$ cat config.mk
export PLATFORM = sky130hd
export DESIGN_NAME = max_trade_profit_with_cooldown_top_flat
export DESIGN_NICKNAME = d
export VERILOG_FILES = /design/src/rtl/core/mtpc_pkg.sv /design/src/rtl/core/mtpc_if.sv /design/src/rtl/core/max_trade_profit_with_cooldown_top.sv /design/src/flat_wrapper.sv
export SDC_FILE = /design/constraint.sdc
export NUM_CORES = 1
export LEC_CHECK = 0
export BUFFER_PORTS_ARGS = -buffer_cell sky130_fd_sc_hd__buf_2
export CAP_MARGIN = 0
export CORE_ASPECT_RATIO = 1.2
export CORE_UTILIZATION = 35
export DETAILED_ROUTE_END_ITERATION = 8
export SYNTH_ARGS = -nofsm -noshare
export SYNTH_HDL_FRONTEND = slang
export SYNTH_SLANG_ARGS = --single-unit
$ cat constraint.sdc
create_clock -name clk -period 19.9 [get_ports clk]
set_clock_uncertainty 0.2 [all_clocks]
set_input_delay 2.985 -clock clk [delete_from_list [all_inputs] [get_ports clk]]
set_output_delay 2.985 -clock clk [all_outputs]
set_load 0.01 [all_outputs]
$ cat src/rtl/core/mtpc_pkg.sv
// Package for the trading-profit-with-cooldown block: field widths, limits,
// and the cooldown clamp function. No dependencies.
package mtpc_pkg;

  localparam int PRICE_W    = 10;
  localparam int PROFIT_W   = 22;
  localparam int HOLD_W     = 23;
  localparam int SUM_W      = 24;
  localparam int CD_W       = 5;
  localparam int DAY_W      = 13;

  localparam int MAX_COOLDOWN = 16;
  localparam int HIST_AW      = $clog2(MAX_COOLDOWN);
  localparam int HIST_DEPTH   = 1 << HIST_AW;

  localparam logic [PRICE_W-1:0]  PRICE_LIMIT = PRICE_W'(1000);
  localparam logic [DAY_W-1:0]    DAY_MAX     = {DAY_W{1'b1}};
  localparam logic [PROFIT_W-1:0] PROFIT_MAX  = {PROFIT_W{1'b1}};
  localparam logic [CD_W-1:0]     CD_RESET    = CD_W'(1);

  typedef logic [PRICE_W-1:0]  price_t;
  typedef logic [PROFIT_W-1:0] profit_t;
  typedef logic [CD_W-1:0]     cd_t;

  // Result item as held in the output stage
  typedef struct packed {
    profit_t best_profit;
    logic    saturated;
  } result_t;

  // Cooldown actually used: zero reads as one, large values clamp
  function automatic cd_t eff_cooldown(input cd_t cd);
    cd_t r;
    r = cd;
    if (r < CD_W'(1)) r = CD_W'(1);
    if (r > CD_W'(MAX_COOLDOWN)) r = CD_W'(MAX_COOLDOWN);
    return r;
  endfunction

endpackage

$ cat src/rtl/core/mtpc_if.sv
// Valid/ready channel interfaces for the price input, the result output and
// the cooldown configuration write. Depends on mtpc_pkg.
interface mtpc_in_if;
  import mtpc_pkg::*;
  logic   valid;
  logic   ready;
  price_t price;
  logic   first_day;
  modport source (output valid, output price, output first_day, input ready);
  modport sink   (input valid, input price, input first_day, output ready);
endinterface

interface mtpc_out_if;
  import mtpc_pkg::*;
  logic    valid;
  logic    ready;
  profit_t best_profit;
  logic    saturated;
  modport source (output valid, output best_profit, output saturated, input ready);
  modport sink   (input valid, input best_profit, input saturated, output ready);
endinterface

interface mtpc_cfg_if;
  import mtpc_pkg::*;
  logic valid;
  logic ready;
  cd_t  data;
  modport source (output valid, output data, input ready);
  modport sink   (input valid, input data, output ready);
endinterface

$ cat src/rtl/core/max_trade_profit_with_cooldown_top.sv
// Top level of the trading-profit-with-cooldown engine: three-state profit
// recurrence with a circular history RAM. Depends on mtpc_pkg and mtpc_if.
//
//   channel   dir  handshake        payload
//   in_ch     in   valid & ready    price[9:0], first_day
//   out_ch    out  valid & ready    best_profit[21:0], saturated
//   cfg_ch    in   valid & ready    data[4:0] (cooldown_days)
//
// One transaction per cycle while input ready is high: the recurrence closes
// combinationally on the state registers; the history RAM read is registered
// at the address the next day needs. Results land in a two-entry output stage;
// it keeps input ready high while one result waits; input ready drops only
// when both entries are full. Synchronous active-low reset, no clearing pass:
// history entries are read only after the current sequence has written them.
module max_trade_profit_with_cooldown_top (
  input  logic       clk,
  input  logic       rst_n,
  mtpc_in_if.sink    in_ch,
  mtpc_out_if.source out_ch,
  mtpc_cfg_if.sink   cfg_ch
);
  import mtpc_pkg::*;

  // State registers
  cd_t                      cd_r;
  logic signed [HOLD_W-1:0] hold_r, hold_nxt;
  profit_t                  sold_r, sold_nxt;
  profit_t                  free_r, free_nxt;
  logic [DAY_W-1:0]         day_r, day_nxt;
  logic                     sat_r, sat_nxt;
  logic [HIST_AW-1:0]       wp_r, wp_nxt;

  // History RAM and its registered read data
  profit_t                  hist_mem [HIST_DEPTH];
  profit_t                  rd_data_r;
  logic [HIST_AW-1:0]       rd_addr;

  // Output stage
  logic                     out_valid_r, skid_valid_r;
  result_t                  out_data_r, skid_data_r;
  result_t                  res;

  logic                     in_acc, cfg_acc;
  cd_t                      cd_nxt, cd_use, cd_next_use;
  price_t                   p;
  logic                     start;
  logic signed [SUM_W-1:0]  hold_ext, free_ext, sold_ext, p_ext, nh, s, past_ext;
  profit_t                  past;

  assign cfg_ch.ready = 1'b1;
  assign cfg_acc      = cfg_ch.valid & cfg_ch.ready;
  assign in_ch.ready  = ~skid_valid_r;
  assign in_acc       = in_ch.valid & in_ch.ready;

  assign cd_nxt      = cfg_acc ? cfg_ch.data : cd_r;
  assign cd_use      = eff_cooldown(cd_r);
  assign cd_next_use = eff_cooldown(cd_nxt);

  // Next day reads the entry cd days behind its write pointer
  assign wp_nxt  = in_acc ? wp_r + HIST_AW'(1) : wp_r;
  assign rd_addr = HIST_AW'({1'b0, wp_nxt} - (HIST_AW+1)'(cd_next_use));

  // Cooldown of one means yesterday's sold value, which is the register
  assign past = (cd_use == CD_W'(1)) ? sold_r : rd_data_r;

  // Day recurrence
  always_comb begin
    p        = (in_ch.price > PRICE_LIMIT) ? PRICE_LIMIT : in_ch.price;
    start    = in_ch.first_day | (day_r == '0);
    hold_ext = SUM_W'(hold_r);
    free_ext = $signed({{(SUM_W-PROFIT_W){1'b0}}, free_r});
    sold_ext = $signed({{(SUM_W-PROFIT_W){1'b0}}, sold_r});
    past_ext = $signed({{(SUM_W-PROFIT_W){1'b0}}, past});
    p_ext    = $signed({{(SUM_W-PRICE_W){1'b0}}, p});
    nh       = free_ext - p_ext;
    s        = hold_ext + p_ext;
    hold_nxt = hold_r;
    sold_nxt = sold_r;
    free_nxt = free_r;
    day_nxt  = day_r;
    sat_nxt  = sat_r;
    if (in_acc) begin
      if (start) begin
        hold_nxt = HOLD_W'(-p_ext);
        sold_nxt = '0;
        free_nxt = '0;
        sat_nxt  = 1'b0;
        day_nxt  = DAY_W'(1);
      end else begin
        if (nh < hold_ext) nh = hold_ext;
        if (s > $signed({{(SUM_W-PROFIT_W){1'b0}}, PROFIT_MAX})) begin
          s       = $signed({{(SUM_W-PROFIT_W){1'b0}}, PROFIT_MAX});
          sat_nxt = 1'b1;
        end
        if (s < sold_ext) s = sold_ext;
        hold_nxt = HOLD_W'(nh);
        sold_nxt = PROFIT_W'(s);
        if ((day_r > DAY_W'(cd_use)) && (past_ext > free_ext)) free_nxt = past;
        if (day_r < DAY_MAX) day_nxt = day_r + DAY_W'(1);
      end
    end
    res.best_profit = sold_nxt;
    res.saturated   = sat_nxt;
  end

  // State and config registers
  always_ff @(posedge clk) begin
    if (!rst_n) begin
      cd_r   <= CD_RESET;
      hold_r <= '0;
      sold_r <= '0;
      free_r <= '0;
      day_r  <= '0;
      sat_r  <= 1'b0;
      wp_r   <= '0;
    end else begin
      cd_r   <= cd_nxt;
      hold_r <= hold_nxt;
      sold_r <= sold_nxt;
      free_r <= free_nxt;
      day_r  <= day_nxt;
      sat_r  <= sat_nxt;
      wp_r   <= wp_nxt;
    end
  end

  // History RAM: one write, one registered read per cycle
  always_ff @(posedge clk) begin
    if (in_acc) hist_mem[wp_r] <= sold_nxt;
    rd_data_r <= hist_mem[rd_addr];
  end

  // Output register plus skid entry
  always_ff @(posedge clk) begin
    if (!rst_n) begin
      out_valid_r  <= 1'b0;
      skid_valid_r <= 1'b0;
    end else if (in_acc) begin
      if (!out_valid_r || out_ch.ready) begin
        out_valid_r <= 1'b1;
        out_data_r  <= res;
      end else begin
        skid_valid_r <= 1'b1;
        skid_data_r  <= res;
      end
    end else if (out_valid_r && out_ch.ready) begin
      if (skid_valid_r) begin
        out_data_r   <= skid_data_r;
        skid_valid_r <= 1'b0;
      end else begin
        out_valid_r <= 1'b0;
      end
    end
  end

  assign out_ch.valid       = out_valid_r;
  assign out_ch.best_profit = out_data_r.best_profit;
  assign out_ch.saturated   = out_data_r.saturated;

endmodule

$ cat src/flat_wrapper.sv
// flat-port wrapper written by rule: the top's interface ports become plain ports
module max_trade_profit_with_cooldown_top_flat import mtpc_pkg::*;
  (clk, rst_n, in_ch_valid, in_ch_price, in_ch_first_day, in_ch_ready, out_ch_valid, out_ch_best_profit, out_ch_saturated, out_ch_ready, cfg_ch_valid, cfg_ch_data, cfg_ch_ready);
  mtpc_in_if in_ch_i ();
  mtpc_out_if out_ch_i ();
  mtpc_cfg_if cfg_ch_i ();
  input  logic clk;
  input  logic rst_n;
  input wire logic [$bits(in_ch_i.valid)-1:0] in_ch_valid;
  input wire logic [$bits(in_ch_i.price)-1:0] in_ch_price;
  input wire logic [$bits(in_ch_i.first_day)-1:0] in_ch_first_day;
  output wire logic [$bits(in_ch_i.ready)-1:0] in_ch_ready;
  output wire logic [$bits(out_ch_i.valid)-1:0] out_ch_valid;
  output wire logic [$bits(out_ch_i.best_profit)-1:0] out_ch_best_profit;
  output wire logic [$bits(out_ch_i.saturated)-1:0] out_ch_saturated;
  input wire logic [$bits(out_ch_i.ready)-1:0] out_ch_ready;
  input wire logic [$bits(cfg_ch_i.valid)-1:0] cfg_ch_valid;
  input wire logic [$bits(cfg_ch_i.data)-1:0] cfg_ch_data;
  output wire logic [$bits(cfg_ch_i.ready)-1:0] cfg_ch_ready;
  assign in_ch_i.valid = in_ch_valid;
  assign in_ch_i.price = in_ch_price;
  assign in_ch_i.first_day = in_ch_first_day;
  assign in_ch_ready = in_ch_i.ready;
  assign out_ch_valid = out_ch_i.valid;
  assign out_ch_best_profit = out_ch_i.best_profit;
  assign out_ch_saturated = out_ch_i.saturated;
  assign out_ch_i.ready = out_ch_ready;
  assign cfg_ch_i.valid = cfg_ch_valid;
  assign cfg_ch_i.data = cfg_ch_data;
  assign cfg_ch_ready = cfg_ch_i.ready;
  max_trade_profit_with_cooldown_top u_core (.clk(clk), .rst_n(rst_n), .in_ch(in_ch_i), .out_ch(out_ch_i), .cfg_ch(cfg_ch_i));
endmodule
==> impl_metrics.env <==
export IMPL_cts_htree_levels=2
export IMPL_powerDensity_nw_per_um2=103
export IMPL_wirelength_mm=58.7
export IMPL_use_met3_pct=2.37
export IMPL_max_freq_mhz=104
export IMPL_antenna_left=0
export IMPL_drtIter0Drc=1111
export IMPL_die_area_sq_um=67700
export IMPL_finalHoldViolCount=0
export IMPL_ys_warn_count=0
export IMPL_critPathRequiredTime_ns=19.93
export IMPL_synth_nets=1737
export IMPL_layout_drive_gt1_share_pct=20.0
export IMPL_grt_max_degree=66
export IMPL_setup_tns_final_ns=0
export IMPL_hp_start="u_core.cd_r[0]"
export IMPL_wl_per_cell_microns=22.6
export IMPL_track_usage_pct=17.4
export IMPL_ctsHoldBuffers=0
export IMPL_core_sq_um=65900
export IMPL_gp_congestion=0.879
export IMPL_finalCriticalPeriod_ns=9.62
export IMPL_crit_path_end_kind="flop"
export IMPL_drv_cap=0
export IMPL_hold_end="u_core.cd_r[0]"
export IMPL_antenna_found_initial=1
export IMPL_synth_area_per_cell_sq_um=14.5
export IMPL_fin_area_sq_um=26400
export IMPL_synth_edf_count=398
export IMPL_ff2ff_setup_slack_ns=13.37
export IMPL_port_buffers=45
export IMPL_yosysSeqAreaShare_pct=61.0
export IMPL_synth_top_area_share_pct=51.2
export IMPL_grt_util_met1_pct=21.9
export IMPL_ys_seq_elements=512
export IMPL_cp_startpoint="in_ch_price[9]"
export IMPL_path_clk_slew_ns=0.07
export IMPL_drc=0
export IMPL_clockBufferDepth=3
export IMPL_placed_area_sq_um=24700
export IMPL_grt_busiest_layer="met2"
export IMPL_netlist_area_sq_um=23300
export IMPL_finalNonFillerCells=2602
export IMPL_cts_sinks=512
export IMPL_grt_pass1_vias=14400
export IMPL_met2_usage_pct=31.4
export IMPL_synth_cell_types=74
export IMPL_min_path_cells=2
export IMPL_cts_tree="done"
export IMPL_dr_pass1_iters=5
export IMPL_finalPower_mw=2.73
export IMPL_criticalPathCategory="input pin to flop"
export IMPL_die_h_microns=285
export IMPL_antennaDiodeCount=0
export IMPL_reg2reg_from="u_core.hold_r[0]"
export IMPL_cp_arrival_ns=9.65
export IMPL_tightest_slew_ns=1.22
export IMPL_die_w_microns=238
export IMPL_synth_top_cell_by_area="edfxtp_1"
export IMPL_cts_setup_buffers=0
export IMPL_r2r_cells=19
export IMPL_slew_headroom_pct=18.8
export IMPL_cellLeakagePower_nw=9.07
export IMPL_place_inst=2508
export IMPL_status="complete, no violations"
export IMPL_min_period_over_period_pct=48.3
export IMPL_start_kind="input pin"
export IMPL_peakVddDrop_v=0.0000579
export IMPL_cp_max_fo=23
export IMPL_start_util_pct=35.4
export IMPL_ios=47
export IMPL_rsz0062_at_grt="false"
export IMPL_hold_class="flop to flop"
export IMPL_vias=14100
export IMPL_dp_hpwl_mm=37.5
export IMPL_clk_latency_ns=0.60
export IMPL_row_count=103
export IMPL_ys_flop_type="edfxtp_1"
export IMPL_overflow=0
export IMPL_viasPerCell=5.41
export IMPL_r2r_end="u_core.hist_mem[6][0]"
export IMPL_setup_violations=0
export IMPL_synth_area_leaders="edfxtp_1, mux4_2, dfxtp_1"
export IMPL_numCtsBuffers=51
export IMPL_grt_pass1_wl_mm=88.7
export IMPL_ctsResizeCount=0
export IMPL_async_reset_ff_share_pct=0
export IMPL_syn_to_final_growth_pct=13.3
export IMPL_maxSlewViolCount=0
export IMPL_nets=1793
export IMPL_cts_root_buf="clkbuf_16"
export IMPL_syn_instance_count=1613
cell usage after synthesis (16+ instances only):
| cell | number |
|---|---|
| a21o_1 | 17 |
| o21ai_0 | 49 |
| nand3_1 | 36 |
| xnor2_1 | 42 |
| nor3_1 | 20 |
| mux4_2 | 110 |
| clkbuf_1 | 52 |
| nand4_1 | 16 |
| nor2_1 | 84 |
| nand2_1 | 101 |
| mux2i_1 | 28 |
| a211oi_1 | 23 |
| mux2_2 | 22 |
| o31ai_1 | 26 |
| ha_1 | 100 |
| edfxtp_1 | 398 |
| inv_1 | 93 |
| a22o_1 | 42 |
| a21oi_1 | 44 |
| dfxtp_1 | 114 |
layout by cell type (no fill, tap or decap), drive strengths merged, types with 4 or more instances in the layout:
| cell | count |
|---|---|
| and4 | 6 |
| o21ai | 59 |
| clkinv | 19 |
| and2 | 6 |
| xnor2 | 42 |
| a22o | 42 |
| edfxtp | 398 |
| o21bai | 6 |
| nor3 | 20 |
| nand2 | 102 |
| or2 | 5 |
| o32ai | 6 |
| dfxtp | 114 |
| and3 | 7 |
| o21a | 8 |
| a31oi | 7 |
| buf | 81 |
| xor2 | 15 |
| ha | 100 |
| bufinv | 5 |
| inv | 96 |
| o311ai | 4 |
| mux4 | 110 |
| mux2i | 28 |
| o31ai | 26 |
| o211ai | 5 |
| nand4 | 16 |
| a211oi | 25 |
| a221oi | 8 |
| nor2b | 7 |
| nand3 | 36 |
| nand2b | 10 |
| clkinvlp | 6 |
| clkbuf | 62 |
| a21oi | 45 |
| nor2 | 84 |
| nor4 | 10 |
| a21o | 17 |
| mux2 | 22 |
metrics by stage:
| stage | hold WS (ns) | setup slack, ns | util, % |
|---|---|---|---|
| after detailed placement | 0.268 | 9.79 | 37.5 |
| after CTS | 0.285 | 10.41 | 40.1 |
| after global placement | 0.263 | 10.01 | 37.5 |
| final | 0.292 | 10.28 | 40.1 |
| after floorplan | 0.242 | 11.37 | - |
| after global routing | 0.317 | 9.90 | 40.1 |
worst max path at each step:
stage | endpoint | slack, ns
after global routing | u_core.hist_mem[10][0] | 9.90
after global placement | u_core.hist_mem[4][0] | 10.01
after detailed placement | u_core.hist_mem[5][0] | 9.79
after CTS | u_core.hist_mem[1][0] | 10.41
final | u_core.hist_mem[6][0] | 10.28
after floorplan | u_core.hist_mem[0][0] | 11.37
layer usage:
| metal | wire [microns] | share of wire (%) |
|---|---|---|
| met5 | 0 | 0 |
| met4 | 1040 | 1.8 |
| met3 | 2520 | 4.3 |
| met2 | 30800 | 52 |
| met1 | 24300 | 41 |
registers in the layout (all words and copies together), names as in the netlist, 4 cells and up:
signal / count
u_core.hist_mem: 352
u_core.hold_r: 23
u_core.skid_data_r: 23
u_core.free_r: 22
u_core.out_ch.best_profit: 22
u_core.rd_data_r: 22
u_core.sold_r: 22
u_core.day_r: 13
u_core.cd_r: 5
u_core.wp_r: 4
worst max-delay path, stage by stage:
cell and delay [ns]:
buf_2 0.11, inv_1 0.10, or4_1 0.68, nand2_1 0.15
inv_1 0.08, ha_1 0.19, inv_1 0.07, fa_1 0.19
nand2b_1 0.13, a21oi_1 0.12, o21bai_1 0.49, a21oi_1 0.21
o21bai_2 0.16, buf_4 0.30, o21ai_0 0.33, ha_1 0.38
nand4_1 0.19, nor2_1 0.20, nand2_1 0.07, and4_1 0.22
a211o_1 0.33, a21oi_4 0.79, nand3_1 0.20, o2bb2ai_1 0.94
power by group:
part	switching, mW	total, mW	internal [mW]
sequential	0.0283	1.22	1.19
clock	0.424	0.983	0.559
combinational	0.290	0.528	0.238
total	0.743	2.73	1.99
cell type report:
cell class | count | area (sq um)
multi-input cells | 929 | 8520
clock inverters | 32 | 342
inverters | 94 | 353
flip-flops and latches | 512 | 14200
clock buffers | 62 | 1370
well taps | 892 | 1120
repair buffers | 81 | 495
fillers | 5994 | 39400
cells by family after synthesis:
kind of cell	share of synthesized area [%]
simple gates	6.48
xor+xnor	2.14
buf+inv	3.01
fa+ha+maj	5.62
compound gates	8.82
mux	12.9
flops	61.0
other cells	0.0161
No activity file was read; power rests on OpenSTA's default activity.
